$ cat src/rtl/core/clsp_pkg.sv
// ----------------------------------------------------------------------------
// clsp_pkg: shared types and constants of the closed-loop stepper positioner
// Holds the command and event codes, the configuration register indexes,
// the quadrature decode table and the error flag bundle.
// ----------------------------------------------------------------------------
`default_nettype none

package clsp_pkg;

  // Command codes carried in the func field of an input word.
  localparam logic [1:0] FUNC_TICK = 2'd0;
  localparam logic [1:0] FUNC_GOTO = 2'd1;
  localparam logic [1:0] FUNC_STOP = 2'd2;
  localparam logic [1:0] FUNC_HOME = 2'd3;

  // Event codes reported in event_res.
  localparam logic [2:0] EV_NONE       = 3'd0;
  localparam logic [2:0] EV_AT_TARGET  = 3'd1;
  localparam logic [2:0] EV_MOVING     = 3'd2;
  localparam logic [2:0] EV_CORRECTING = 3'd3;
  localparam logic [2:0] EV_ERR_LARGE  = 3'd4;
  localparam logic [2:0] EV_STOPPED    = 3'd5;
  localparam logic [2:0] EV_HOMED      = 3'd6;

  // Configuration register indexes.
  localparam int CFG_IDX_W = 3;
  localparam logic [CFG_IDX_W-1:0] CFG_CLOSED_LOOP = 3'd0;
  localparam logic [CFG_IDX_W-1:0] CFG_TOLERANCE   = 3'd1;
  localparam logic [CFG_IDX_W-1:0] CFG_MAX_ERROR   = 3'd2;
  localparam logic [CFG_IDX_W-1:0] CFG_MOVE_HP     = 3'd3;
  localparam logic [CFG_IDX_W-1:0] CFG_CORR_HP     = 3'd4;
  localparam logic [CFG_IDX_W-1:0] CFG_SETTLE      = 3'd5;

  localparam int CFG_DATA_W = 24;
  localparam int LIMIT_W    = 16;
  localparam int PERIOD_W   = 24;
  localparam int OUT_POS_W  = 32;
  localparam int TARGET_W   = 31;
  // Wide enough for any position error before it is saturated to the port.
  localparam int SAT_W      = 35;

  // Result of comparing a position error against the configured limits.
  typedef struct packed {
    logic within_tol;
    logic over_max;
    logic positive;
  } err_flags_t;

  // 4x quadrature decode: index is {previous phase, current phase}.
  function automatic logic signed [1:0] quad_delta(input logic [1:0] prev_phase,
                                                   input logic [1:0] cur_phase);
    logic [3:0] idx;
    logic signed [1:0] d;
    idx = {prev_phase, cur_phase};
    case (idx)
      4'd1, 4'd7, 4'd8, 4'd14: d = -2'sd1;
      4'd2, 4'd4, 4'd11, 4'd13: d = 2'sd1;
      default: d = 2'sd0;
    endcase
    return d;
  endfunction

endpackage

`default_nettype wire

$ cat src/rtl/core/clsp_err_check.sv
// ----------------------------------------------------------------------------
// clsp_err_check: position error classifier
// Takes a signed error and reports whether its magnitude is within the
// tolerance, above the alarm limit, and whether it points forward.
// ----------------------------------------------------------------------------
`default_nettype none

module clsp_err_check
  import clsp_pkg::*;
#(
  parameter int ERR_W = 35
) (
  input  wire logic signed [ERR_W-1:0] err,
  input  wire logic [LIMIT_W-1:0]      tolerance,
  input  wire logic [LIMIT_W-1:0]      max_error,
  output err_flags_t                   flags
);

  logic [ERR_W-1:0] magnitude;

  // The error never reaches the most negative code, so negation is exact.
  assign magnitude        = err[ERR_W-1] ? ERR_W'(-err) : ERR_W'(err);
  assign flags.within_tol = magnitude <= ERR_W'(tolerance);
  assign flags.over_max   = magnitude > ERR_W'(max_error);
  assign flags.positive   = !err[ERR_W-1] && (err != '0);

endmodule

`default_nettype wire

$ cat src/rtl/core/closed_loop_stepper_positioner_unit.sv
// ----------------------------------------------------------------------------
// closed_loop_stepper_positioner_unit: STEP/DIR generator with encoder loop
// Decodes quadrature encoder samples, paces STEP toggles from tick words and
// checks the encoder after each move, correcting or alarming as needed.
// ----------------------------------------------------------------------------
// Each input word carries a command (tick, goto, stop or home) together with
// the sampled encoder levels, and produces exactly one result word with the
// STEP and DIR pin levels, the moving flag, an event code, both position
// counters and the saturated position error. A word accepted at a clock edge
// sits in the input register while the update logic works on it, and its
// result is loaded into the output register once that register is empty or
// its word is being taken, and is held there until the receiver takes it.
// The block takes one word per clock for as long as the result side does not
// stall, so the throughput is one word per cycle. The whole controller state
// is updated together with that load, which is what lets a new word enter
// the input register as its predecessor leaves it. When the output register
// holds a result that is stalled, the input register still takes one more
// word, and only then is in_stall raised. Configuration registers are written
// through the plain write port and should only be changed while no word is
// in flight. Half periods and the settle delay count tick words, not clocks.
// ----------------------------------------------------------------------------
`default_nettype none

module closed_loop_stepper_positioner_unit
  import clsp_pkg::*;
#(
  parameter int TIMER_WIDTH    = 24,
  parameter int POSITION_WIDTH = 32
) (
  input  wire logic                        clk,
  input  wire logic                        rst,
  // Configuration write port.
  input  wire logic                        cfg_we,
  input  wire logic [CFG_IDX_W-1:0]        cfg_index,
  input  wire logic [CFG_DATA_W-1:0]       cfg_data,
  // Input channel.
  input  wire logic                        in_valid,
  output logic                             in_stall,
  input  wire logic [1:0]                  func,
  input  wire logic signed [TARGET_W-1:0]  target_position,
  input  wire logic                        enc_a,
  input  wire logic                        enc_b,
  // Output channel.
  output logic                             out_valid,
  input  wire logic                        out_stall,
  output logic                             step_level,
  output logic                             dir_level,
  output logic                             moving,
  output logic [2:0]                       event_res,
  output logic signed [OUT_POS_W-1:0]      motor_position,
  output logic signed [OUT_POS_W-1:0]      encoder_position,
  output logic signed [OUT_POS_W-1:0]      position_error
);

  localparam int P     = POSITION_WIDTH;
  localparam int T     = TIMER_WIDTH;
  // Errors against four times the encoder count need two extra bits plus sign.
  localparam int E     = POSITION_WIDTH + 3;
  // Half-period error: difference of two position words.
  localparam int H     = POSITION_WIDTH + 1;
  localparam int CMP_W = (TIMER_WIDTH > PERIOD_W) ? TIMER_WIDTH : PERIOD_W;

  // Configuration registers.
  logic                 closed_loop_enable;
  logic [LIMIT_W-1:0]   tolerance_steps;
  logic [LIMIT_W-1:0]   max_error_steps;
  logic [PERIOD_W-1:0]  move_half_period;
  logic [PERIOD_W-1:0]  correction_half_period;
  logic [PERIOD_W-1:0]  settle_ticks;

  always_ff @(posedge clk) begin
    if (rst) begin
      closed_loop_enable     <= 1'b1;
      tolerance_steps        <= LIMIT_W'(8);
      max_error_steps        <= LIMIT_W'(217);
      move_half_period       <= PERIOD_W'(9328);
      correction_half_period <= PERIOD_W'(50000);
      settle_ticks           <= PERIOD_W'(50000);
    end else if (cfg_we) begin
      case (cfg_index)
        CFG_CLOSED_LOOP: closed_loop_enable     <= cfg_data[0];
        CFG_TOLERANCE:   tolerance_steps        <= cfg_data[LIMIT_W-1:0];
        CFG_MAX_ERROR:   max_error_steps        <= cfg_data[LIMIT_W-1:0];
        CFG_MOVE_HP:     move_half_period       <= cfg_data[PERIOD_W-1:0];
        CFG_CORR_HP:     correction_half_period <= cfg_data[PERIOD_W-1:0];
        CFG_SETTLE:      settle_ticks           <= cfg_data[PERIOD_W-1:0];
        default: ;
      endcase
    end
  end

  // --------------------------------------------------------------------------
  // Input register. The update stage advances whenever the output register
  // is empty or its word is being taken this cycle.
  // --------------------------------------------------------------------------
  logic                       advance;
  logic                       in_fire;
  logic                       s1_valid;
  logic [1:0]                 s1_func;
  logic signed [TARGET_W-1:0] s1_target;
  logic [1:0]                 s1_phase;
  logic                       process;

  assign advance  = !out_valid || !out_stall;
  assign in_stall = s1_valid && !advance;
  assign in_fire  = in_valid && !in_stall;
  assign process  = s1_valid && advance;

  always_ff @(posedge clk) begin
    if (rst) begin
      s1_valid <= 1'b0;
    end else if (in_fire) begin
      s1_valid <= 1'b1;
    end else if (advance) begin
      s1_valid <= 1'b0;
    end
  end

  always_ff @(posedge clk) begin
    if (in_fire) begin
      s1_func   <= func;
      s1_target <= target_position;
      s1_phase  <= {enc_a, enc_b};
    end
  end

  // --------------------------------------------------------------------------
  // Controller state.
  // --------------------------------------------------------------------------
  logic [1:0]          last_phase,     last_phase_next;
  logic signed [P-1:0] quad_count,     quad_count_next;
  logic signed [P-1:0] step_count,     step_count_next;
  logic signed [P-1:0] goal_steps,     goal_steps_next;
  logic signed [P-1:0] goal_position,  goal_position_next;
  logic                in_motion_flag, in_motion_flag_next;
  logic                direction_flag, direction_flag_next;
  logic                pin_high,       pin_high_next;
  logic                settling,       settling_next;
  logic [T-1:0]        settle_count,   settle_count_next;
  logic [T-1:0]        rate_count,     rate_count_next;
  logic                slow_rate,      slow_rate_next;
  logic [2:0]          event_next;

  // The encoder is decoded first; every later term sees the updated count.
  logic signed [P-1:0]   quad_dec;
  logic signed [E-1:0]   quad_x4;
  logic signed [P-1:0]   target_wrapped;

  assign quad_dec       = quad_count + P'(quad_delta(last_phase, s1_phase));
  assign quad_x4        = E'(quad_dec) <<< 2;
  assign target_wrapped = P'(s1_target);

  // Goto error: new target against the encoder (closed loop) or step counter.
  logic signed [E-1:0] goto_err;
  err_flags_t          goto_flags;

  assign goto_err = E'(target_wrapped) -
                    (closed_loop_enable ? quad_x4 : E'(step_count));

  clsp_err_check #(.ERR_W(E)) u_goto_check (
    .err       (goto_err),
    .tolerance (tolerance_steps),
    .max_error (max_error_steps),
    .flags     (goto_flags)
  );

  // Settle check error: held goal against the encoder.
  logic signed [E-1:0] settle_err;
  err_flags_t          settle_flags;

  assign settle_err = E'(goal_position) - quad_x4;

  clsp_err_check #(.ERR_W(E)) u_settle_check (
    .err       (settle_err),
    .tolerance (tolerance_steps),
    .max_error (max_error_steps),
    .flags     (settle_flags)
  );

  // Half-period error: step goal against the step counter.
  logic signed [H-1:0] step_err;
  err_flags_t          step_flags;

  assign step_err = H'(goal_steps) - H'(step_count);

  clsp_err_check #(.ERR_W(H)) u_step_check (
    .err       (step_err),
    .tolerance (tolerance_steps),
    .max_error (max_error_steps),
    .flags     (step_flags)
  );

  // Step-rate divider. A zero half period behaves as one.
  logic [PERIOD_W-1:0] half_period;
  logic [T-1:0]        rate_inc;
  logic                half_event;
  logic                settle_done;

  always_comb begin
    half_period = slow_rate ? correction_half_period : move_half_period;
    if (half_period == '0) begin
      half_period = PERIOD_W'(1);
    end
  end

  assign rate_inc    = rate_count + T'(1);
  assign half_event  = (CMP_W'(rate_inc) >= CMP_W'(half_period)) || (rate_inc == '0);
  assign settle_done = CMP_W'(settle_count) >= CMP_W'(settle_ticks);

  always_comb begin
    last_phase_next     = s1_phase;
    quad_count_next     = quad_dec;
    step_count_next     = step_count;
    goal_steps_next     = goal_steps;
    goal_position_next  = goal_position;
    in_motion_flag_next = in_motion_flag;
    direction_flag_next = direction_flag;
    pin_high_next       = pin_high;
    settling_next       = settling;
    settle_count_next   = settle_count;
    rate_count_next     = rate_count;
    slow_rate_next      = slow_rate;
    event_next          = EV_NONE;

    case (s1_func)
      FUNC_TICK: begin
        if (in_motion_flag) begin
          rate_count_next = rate_inc;
          if (half_event) begin
            rate_count_next = '0;
            if (step_flags.within_tol) begin
              // Move complete: drop STEP and start the settle wait.
              in_motion_flag_next = 1'b0;
              pin_high_next       = 1'b0;
              settling_next       = 1'b1;
              settle_count_next   = '0;
            end else if (!pin_high) begin
              pin_high_next = 1'b1;
            end else begin
              // A step is counted on the falling edge of STEP.
              pin_high_next   = 1'b0;
              step_count_next = direction_flag ? step_count + P'(1)
                                               : step_count - P'(1);
            end
          end
        end else if (settling) begin
          if (settle_done) begin
            settling_next = 1'b0;
            if (!closed_loop_enable || settle_flags.within_tol) begin
              event_next = EV_AT_TARGET;
            end else if (settle_flags.over_max) begin
              in_motion_flag_next = 1'b0;
              event_next          = EV_ERR_LARGE;
            end else begin
              // Resync to the encoder and run a slow correction move.
              step_count_next     = P'(quad_x4);
              goal_steps_next     = goal_position;
              direction_flag_next = settle_flags.positive;
              slow_rate_next      = 1'b1;
              rate_count_next     = '0;
              in_motion_flag_next = 1'b1;
              event_next          = EV_CORRECTING;
            end
          end else begin
            settle_count_next = settle_count + T'(1);
          end
        end
      end
      FUNC_GOTO: begin
        goal_position_next = target_wrapped;
        if (closed_loop_enable) begin
          step_count_next = P'(quad_x4);
        end
        if (goto_flags.within_tol) begin
          event_next = EV_AT_TARGET;
        end else begin
          // The step goal is the new counter plus the error, i.e. the target.
          goal_steps_next     = target_wrapped;
          direction_flag_next = goto_flags.positive;
          slow_rate_next      = 1'b0;
          rate_count_next     = '0;
          settling_next       = 1'b0;
          in_motion_flag_next = 1'b1;
          event_next          = EV_MOVING;
        end
      end
      FUNC_STOP: begin
        in_motion_flag_next = 1'b0;
        settling_next       = 1'b0;
        pin_high_next       = 1'b0;
        event_next          = EV_STOPPED;
      end
      default: begin
        // Home: the encoder phase is kept, everything positional is cleared.
        step_count_next     = '0;
        goal_steps_next     = '0;
        goal_position_next  = '0;
        quad_count_next     = '0;
        in_motion_flag_next = 1'b0;
        settling_next       = 1'b0;
        pin_high_next       = 1'b0;
        event_next          = EV_HOMED;
      end
    endcase
  end

  always_ff @(posedge clk) begin
    if (rst) begin
      last_phase     <= '0;
      quad_count     <= '0;
      step_count     <= '0;
      goal_steps     <= '0;
      goal_position  <= '0;
      in_motion_flag <= 1'b0;
      direction_flag <= 1'b1;
      pin_high       <= 1'b0;
      settling       <= 1'b0;
      settle_count   <= '0;
      rate_count     <= '0;
      slow_rate      <= 1'b0;
    end else if (process) begin
      last_phase     <= last_phase_next;
      quad_count     <= quad_count_next;
      step_count     <= step_count_next;
      goal_steps     <= goal_steps_next;
      goal_position  <= goal_position_next;
      in_motion_flag <= in_motion_flag_next;
      direction_flag <= direction_flag_next;
      pin_high       <= pin_high_next;
      settling       <= settling_next;
      settle_count   <= settle_count_next;
      rate_count     <= rate_count_next;
      slow_rate      <= slow_rate_next;
    end
  end

  // --------------------------------------------------------------------------
  // Result word: the reported error is the new goal against the new count,
  // saturated to the port width.
  // --------------------------------------------------------------------------
  logic signed [SAT_W-1:0]     perr_wide;
  logic signed [OUT_POS_W-1:0] perr_sat;

  assign perr_wide = SAT_W'(E'(goal_position_next) - (E'(quad_count_next) <<< 2));

  always_comb begin
    if (!perr_wide[SAT_W-1] && (perr_wide[SAT_W-2:OUT_POS_W-1] != '0)) begin
      perr_sat = {1'b0, {(OUT_POS_W-1){1'b1}}};
    end else if (perr_wide[SAT_W-1] && (perr_wide[SAT_W-2:OUT_POS_W-1] != '1)) begin
      perr_sat = {1'b1, {(OUT_POS_W-1){1'b0}}};
    end else begin
      perr_sat = perr_wide[OUT_POS_W-1:0];
    end
  end

  always_ff @(posedge clk) begin
    if (rst) begin
      out_valid <= 1'b0;
    end else if (process) begin
      out_valid <= 1'b1;
    end else if (!out_stall) begin
      out_valid <= 1'b0;
    end
  end

  always_ff @(posedge clk) begin
    if (process) begin
      step_level       <= pin_high_next;
      dir_level        <= direction_flag_next;
      moving           <= in_motion_flag_next;
      event_res        <= event_next;
      motor_position   <= OUT_POS_W'(step_count_next);
      encoder_position <= OUT_POS_W'(quad_count_next);
      position_error   <= perr_sat;
    end
  end

endmodule

`default_nettype wire

$ cat config.mk
export PLATFORM = sky130hd
export DESIGN_NAME = closed_loop_stepper_positioner_unit
export DESIGN_NICKNAME = d
export VERILOG_FILES = /design/src/rtl/core/clsp_pkg.sv /design/src/rtl/core/clsp_err_check.sv /design/src/rtl/core/closed_loop_stepper_positioner_unit.sv
export SDC_FILE = /design/constraint.sdc
export NUM_CORES = 2
export LEC_CHECK = 0
export BUFFER_PORTS_ARGS = -buffer_cell sky130_fd_sc_hd__buf_4
export CAP_MARGIN = 0
export CORE_MARGIN = 1.5
export CORE_UTILIZATION = 35
export DETAILED_ROUTE_END_ITERATION = 7
export GPL_ROUTABILITY_DRIVEN = 0
export HOLD_SLACK_MARGIN = 0.1
export MAX_ROUTING_LAYER = met4
export PLACE_DENSITY_LB_ADDON = 0.25
export SLEW_MARGIN = 40
export SYNTH_ARGS = -nofsm -noshare
export SYNTH_HDL_FRONTEND = slang
export SYNTH_SLANG_ARGS = --single-unit
$ cat constraint.sdc
create_clock -name clk -period 12.99 [get_ports clk]
set_input_delay 2.598 -clock clk [delete_from_list [all_inputs] [get_ports clk]]
set_output_delay 2.598 -clock clk [all_outputs]
set_load 0.05 [all_outputs]
### Word-level counts from Yosys, hierarchy flattened

Memories as Yosys holds them, arrays and structs flattened.
Cells that the tools add are included.

| cells by class | value |
|---|---|
| reduce and logical (&&, ||, !) cells | 41 |
| muxes and demuxes | 85 |
| $lt $le $gt $ge | 6 |
| $add $sub $neg | 12 |
| bitwise operators | 1 |
| equality and inequality tests | 24 |

Operators with widths:

| cell | number |
|---|---|
| 32-bit two-way mux | 18 |
| 24-bit two-way mux | 14 |
| 32-bit one-hot mux with 3 select lines | 2 |
| 35-bit two-way mux | 3 |
| 35-bit by 16-bit <= comparator with 1-bit output | 2 |
| 35-bit negation | 2 |
| 35-bit nonzero test | 2 |
| 32-bit by 34-bit subtractor with 35-bit output | 2 |
| 32-bit one-hot mux with 2 select lines | 1 |
| 24-bit by 1-bit adder with 24-bit output, second input constant | 2 |
| 24-bit >= comparator | 2 |
| 24-bit logical NOT | 2 |
| 24-bit one-hot mux with 2 select lines | 1 |
| 35-bit by 16-bit greater-than comparator with 1-bit output | 1 |
| 31-bit by 35-bit subtractor with 35-bit output | 1 |
| 33-bit by 16-bit <= comparator with 1-bit output | 1 |
| 1-bit two-way mux | 33 |
| 33-bit two-way mux | 1 |
| 33-bit negation | 1 |
| 32-bit by 32-bit subtractor with 33-bit output | 1 |
| 32-bit by 2-bit adder with 32-bit output | 1 |
| 32-bit by 2-bit adder with 32-bit output, second input constant | 1 |
| 32-bit by 2-bit subtractor with 32-bit output, second input constant | 1 |
| 3-bit != test, second input constant | 7 |
| other kinds (26) | 67 |

| storage, ports and cells | value |
|---|---|
| register bits | 427 |
| memories | 1 |
| logic and storage cells | 200 |
| bits in read-only memories | 32 |
| input bits | 67 |
| output and inout port bits | 104 |

Memory list:

| memory | words | width | rd ports | clocked after Yosys merged registers in | write ports | line | RTL |
|---|---|---|---|---|---|---|---|
| (no name shown) | 16 | 2 | 1 | 0 | 0 | clsp_pkg.sv:55 | `case (idx)` |

### Logic depth before layout (Yosys ltp)

An unclocked memory read counts as a cell.

| depth | value |
|---|---|
| depth in word-level cells | 12 |
| gate-level depth with buffers | 53 |
| mapped depth without buffers | 49 |

### Modules after synthesis

Synthesis repeated with hierarchy kept, for this count alone.

| unflattened totals | value |
|---|---|
| cell total of the unflattened synthesis | 4,428 |
| area total of the unflattened synthesis | 35,112.4 sq um |

By module, submodules not included:

| module | sequential area each (sq um) | area an instance (sq um) | cells each | instances |
|---|---|---|---|---|
| closed_loop_stepper_positioner_unit | 9,919.5 | 29,628.4 | 3,618 | 1 |
| clsp_err_check (u_goto_check) | 0.0 | 1,879.3 | 278 | 1 |
| clsp_err_check (u_step_check) | 0.0 | 1,823.0 | 270 | 1 |
| clsp_err_check (u_settle_check) | 0.0 | 1,781.7 | 262 | 1 |

### Worst setup path after synthesis

Ideal clock, no wire load.

| path | value |
|---|---|
| path kind | reg-to-reg |
| start point | register s1_phase[0], in the netlist last_phase_next[0] |
| end point | register rate_count[13] |
| library setup time | 59 ps |
| arrival time | 10,138 ps |
| required time | 12,931 ps |
| period minus slack after synthesis | 10,197 ps |
| cell stages (with the launch flop) | 50 |
| slack | 2,793 ps |
| buffers on the path | 6 |
| path through | edfxtp_1 > inv_1 > ha_1 > mux4_2 > ha_1 > o211ai_1 > o21ai_1 > o311a_1 > buf_6 > a31oi_4 > o21ai_0 > xnor2_1 > mux2_2 > ha_1 > clkbuf_1 > a21o_1 > a21o_1 > a21o_1 > [14 not listed] > o21a_1 > o21a_1 > o21a_1 > o21a_1 > o21a_1 > o21a_1 > o21ai_0 > a21oi_1 > o21ai_0 > and3_1 > nand4_1 > nor4_1 > nand2_1 > o21a_1 > buf_2 > a21oi_2 > buf_2 > a22o_1 |

| between the ends | value |
|---|---|
| word-level cells in the longest chain between the ends | 9 |
| elaborated cells between the ends (all ways) | 17 |
| those cells by class | add/sub: 5; order compare: 3; eq/ne: 3; mux: 3; reduce/logical: 2; memory: 1 |

RTL lines:

| item | line | RTL |
|---|---|---|
| start: declaration | closed_loop_stepper_positioner_unit.sv:101 | `logic [1:0] s1_phase;` |
| start signal: assignment | closed_loop_stepper_positioner_unit.sv:123 | `s1_phase <= {enc_a, enc_b};` |
| memory read 16 x 2 bit * | n/a |  |
| 32-bit by 2-bit adder with 32-bit output * | closed_loop_stepper_positioner_unit.sv:149 | `assign quad_dec = quad_count + P'(quad_delta(last_phase, s1_phase));` |
| 35-bit two-way mux or 32-bit by 34-bit subtractor with 35-bit output (tied branches) | closed_loop_stepper_positioner_unit.sv:158, closed_loop_stepper_positioner_unit.sv:171 |  |
| 31-bit by 35-bit subtractor with 35-bit output or 35-bit negation (tied branches) | closed_loop_stepper_positioner_unit.sv:157, clsp_err_check.sv:22 |  |
| 35-bit negation or 35-bit two-way mux (tied branches) | clsp_err_check.sv:22 | `assign magnitude = err[ERR_W-1] ? ERR_W'(-err) : ERR_W'(err);` |
| 35-bit two-way mux or 35-bit by 16-bit <= comparator with 1-bit output (tied branches) | clsp_err_check.sv:22, clsp_err_check.sv:23 |  |
| 35-bit by 16-bit <= comparator with 1-bit output or 1-bit logical OR (tied branches) | clsp_err_check.sv:23, closed_loop_stepper_positioner_unit.sv:249 |  |
| 2-bit != test (no line) or 3-bit != test (tied branches) | n/a |  |
| 7-bit AND reduction (no line) * | n/a |  |
| end signal: assignment | closed_loop_stepper_positioner_unit.sv:332 | `rate_count <= rate_count_next;` |
| end: declaration | closed_loop_stepper_positioner_unit.sv:140 | `logic [T-1:0] rate_count, rate_count_next;` |

Mark *: on every way between the ends. The rest lies on a longest branch, timed or not.
A chain may end at the register's enable or synchronous reset.

### Worst setup path after layout

| path | value |
|---|---|
| start point | register s1_phase[0], in the netlist last_phase_next[0] |
| end point | register step_count[12] |

| between the ends | value |
|---|---|
| word-level cells in the longest chain between the ends | 12 |
| elaborated cells between the ends (all ways) | 15 |
| those cells by class | add/sub: 3; order compare: 2; mux: 8; reduce/logical: 1; memory: 1 |

RTL lines:

| item | line | RTL |
|---|---|---|
| memory read 16 x 2 bit * | n/a |  |
| 32-bit by 2-bit adder with 32-bit output * | closed_loop_stepper_positioner_unit.sv:149 |  |
| 32-bit by 34-bit subtractor with 35-bit output | closed_loop_stepper_positioner_unit.sv:171 | `assign settle_err = E'(goal_position) - quad_x4;` |
| 35-bit negation | clsp_err_check.sv:22 |  |
| 35-bit two-way mux | clsp_err_check.sv:22 |  |
| 35-bit by 16-bit greater-than comparator with 1-bit output or 35-bit by 16-bit <= comparator with 1-bit output (tied branches) | clsp_err_check.sv:24, clsp_err_check.sv:23 |  |
| 32-bit two-way mux or 1-bit logical OR (tied branches) | closed_loop_stepper_positioner_unit.sv:251, closed_loop_stepper_positioner_unit.sv:249 |  |
| 32-bit two-way mux | closed_loop_stepper_positioner_unit.sv:249 | `if (!closed_loop_enable \|\| settle_flags.within_tol) begin` |
| 32-bit two-way mux | closed_loop_stepper_positioner_unit.sv:247 | `if (settle_done) begin` |
| 32-bit two-way mux | closed_loop_stepper_positioner_unit.sv:246 | `end else if (settling) begin` |
| 32-bit two-way mux | closed_loop_stepper_positioner_unit.sv:227 | `if (in_motion_flag) begin` |
| 32-bit one-hot mux with 3 select lines * | closed_loop_stepper_positioner_unit.sv:225 | `case (s1_func)` |
| end signal: assignment | closed_loop_stepper_positioner_unit.sv:324 | `step_count <= step_count_next;` |
| end: declaration | closed_loop_stepper_positioner_unit.sv:132 | `logic signed [P-1:0] step_count, step_count_next;` |

Marks and branches as above.

==> impl_metrics.toml <==
[setup_path]
timing.critical_path.mode_cell = "a21oi_1"
reg2reg_slack_ns = 1.65
startpoint_type = "flip-flop"
cpPeakStageDelay_ns = 0.76
r2r_cells = 45
critPathKind = "reg2reg"
cp-end-kind = "flip-flop"
critPathSlowestCell = "mux4_2"
critPathArrivalTime_ns = 11.85
cp.required_ns = 13.50
cp_max_fo = 34

[timing]
max_freq_mhz = 88.21
clock_skew_ns = 0.02758
setup_viol = 0
drv_slew = 0
setup_slack_ns = 1.653
slew_headroom = 0.3974
max_slew.worst_pin.slew_ns = 0.9006
fin_crit_sh = 0.8727
min_period_ns = 11.34
rsz0062_at_grt = "false"
finalSetupTns_ns = 0
final-hold-violation-count = 0

[grt]
gr-total-overflow = 0
grt_max_degree = 90
grt_usage = 0.2445
grt_pass1_vias = 29710
antenna_found_initial = 2
grt_pass1_wl_um = 180800

[logic_synthesis]
syn_nets = 4546
yosysUniqueCellTypes = 115
synth_flop_cell = "dfxtp_1"
synth-edff-count = 137
syn-mean-instance-area_um2 = 8.064
yosysWarnings = 0
ys_seq_area_frac = 0.2945
synthArstFlopShare = 0
synth-seq-cells = 427
synth_cells = 4177
synth_area_um2 = 33680

[clock_network]
cts_setup_buffers = 0
clk_pin_slew_ns = 0.07
ctsRootBufferMaster = "clkbuf_16"
hold_buffers = 0
cts_tree = "yes"
htree_levels = 2
worstSkewPairLatency_ns = 0.64
cts-buffers-inserted = 51
clock_path_buffers = 3
cts.sinks = 427
cts_resized = 0

[cells_and_area]
final_area_um2 = 38220
syn_to_final_growth_pct = 13.47
drive_gt1_frac = 0.09896
final_nets = 4651
final_cell_count_no_fill = 5592

[detailed_routing]
vias = 32110
wl_met3_um = 9578
antenna_left = 0
drtIter0Drc = 2984
wirelength_um = 120400
highest_layer = "met4"
remaining_drc_errors = 0
dr.pass1.iters = 6
viasPerCell = 5.742
wl_per_cell_um = 21.53
met1_length_um = 54230
wl_met2_um = 52410

[power_and_ir_drop]
irDropWorstVdd_mv = 0.09722
power_uw = 5231
power_frac_seq = 0.288
switching_share = 0.3934
p_switching_uw = 2058
leakage_uw = 0.01532
power_density_nw_per_um2 = 136.9
clkPwrFrac = 0.300
comb_power_share = 0.412
intPower_uw = 3173

[floorplan]
pin_count = 171
start_util = 0.3540
coreArea_um2 = 95150
die_width_um = 313.2
die_y_um = 313.2
std_cell_rows = 113
die_area_um2 = 98110

[min_path]
hp-class = "reg2reg"
hold_depth = 2

[placed_design]
dp_hpwl_um = 91490
pre_cts_ws_ns = 1.818
dpl_cell_area_um2 = 36380
portBuffers = 170
dp.cells = 5494

[run_status]
status = "completed"

[flow_run]
max_cap_viol_count = 0
==> critical path, delay by kind of cell (launching register included) <==
kind,cells,cell delay (ns)
flops,1,0.43
mux,2,1.18
simple gates,12,2.86
fa+ha+maj,4,1.13
xor+xnor,1,0.36
compound gates,22,4.61
buf+inv,4,0.62
==> final timing paths <==
check                                               endpoint                         start
worst min register to register  settle_ticks[5]$_SDFFE_PP0P_  settle_ticks[5]$_SDFFE_PP0P_
worst max-delay path             step_count[12]$_SDFFE_PP0P_  last_phase_next[0]$_DFFE_PP_
worst min-delay path            settle_ticks[5]$_SDFFE_PP0P_  settle_ticks[5]$_SDFFE_PP0P_
worst max register to register   step_count[12]$_SDFFE_PP0P_  last_phase_next[0]$_DFFE_PP_
==> final cells by class <==
type	count	area (um2)
antenna	2	5.005
inverter	276	1044
sequential	427	9921
clock buffer	63	1425
multi-input combinational	3304	22160
timing repair buffer	222	1694
fill	9803	56930
clock inverter	33	385.4
tap	1265	1583
==> state kept, by name (all words and copies together), names as in the netlist, 2 cells and up <==
| signal | cells |
|---|---|
| last_phase_next | 2 |
| step_count | 32 |
| s1_target | 31 |
| quad_count | 32 |
| settle_count | 24 |
| motor_position | 32 |
| last_phase | 2 |
| rate_count | 24 |
| correction_half_period | 24 |
| goal_steps | 32 |
| position_error | 32 |
| move_half_period | 24 |
| encoder_position | 32 |
| goal_position | 32 |
| event_res | 3 |
| s1_func | 2 |
| max_error_steps | 16 |
| settle_ticks | 24 |
| tolerance_steps | 16 |
==> power groups by stage <==
stage                     sequential [uW]  clock (uW)  combinational, uW
final                                1510        1570               2150
after floorplan                      1620           0               1430
after CTS                            1510        1600               2110
after detailed placement             1540           0               2090
after global placement               1540           0               2080
after global routing                 1510        1650               2360
==> placed cells by master (no fill, tap or decap), drive strengths merged, types with 21 or more instances in the layout <==
cell type and instances:
or2 31, a31oi 57, a22oi 36, and3 45
o21a 69, and2 32, o2bb2ai 34, ha 296
a21oi 365, o21ai 235, a311oi 21, or3 51
clkbuf 63, nand4 47, o211ai 45, o31ai 28
dfxtp 290, mux2i 48, xnor2 173, nand2b 49
nor2 337, inv 282, edfxtp 137, buf 222
nand3b 25, nor3 110, xor2 70, nand2 462
a2111oi 27, nor2b 43, nor4 36, nand3 98
a21o 79, a211oi 85
==> layer usage <==
metal	up-vias	GRT usage
li1	15490	-
met1	15170	0.3302
met2	1231	0.3712
met3	216	0.03943
met4	0	0.07949
met5	-	-
==> cells in the mapped netlist (all sizes together) (32+ instances only) <==
| cell type | n | area (um2) |
|---|---|---|
| xnor2 | 173 | 1515 |
| o21a | 69 | 518.0 |
| nand4 | 47 | 294.0 |
| nand3 | 98 | 495.5 |
| clkbuf | 142 | 534.3 |
| o2bb2ai | 34 | 297.8 |
| nor2 | 337 | 1272 |
| ha | 296 | 3704 |
| inv | 275 | 1032 |
| a31oi | 57 | 377.9 |
| a211oi | 85 | 648.1 |
| edfxtp | 137 | 4114 |
| a22oi | 36 | 270.3 |
| nor4 | 36 | 231.5 |
| o211ai | 45 | 352.8 |
| mux2i | 48 | 480.5 |
| nand2b | 49 | 306.5 |
| and2 | 32 | 200.2 |
| o21ai | 235 | 1195 |
| dfxtp | 290 | 5806 |
| a21oi | 365 | 1842 |
| nand2 | 462 | 1737 |
| xor2 | 70 | 620.6 |
| nor3 | 110 | 555.5 |
| and3 | 45 | 281.5 |
| nor2b | 43 | 269.0 |
| a21o | 79 | 594.3 |
| or3 | 51 | 329.1 |
==> cells by family (layout without fill, tap and decap cells) <==
kind of cell | count (synthesis) | after routing | share of synthesized area
and+or+nand+nor | 1413 | 1413 | 0.2009
adders and majority gates | 311 | 311 | 0.1163
muxes | 61 | 61 | 0.01894
other | 0 | 2 | 0
buffers and inverters | 446 | 594 | 0.05067
xor gates and xnor gates | 249 | 249 | 0.06746
DFF | 427 | 427 | 0.2945
AOI/OAI and AO/OA | 1270 | 1270 | 0.2513
==> stage by stage <==
stage                     hold WS (ns)  utilization
final                           0.4543       0.4017
after global routing            0.4717       0.4016
after CTS                       0.4544       0.4014
after detailed placement        0.4463       0.3824
after floorplan                 0.4357            -
after global placement          0.4412       0.3816
(Power assumes the default switching activity.)
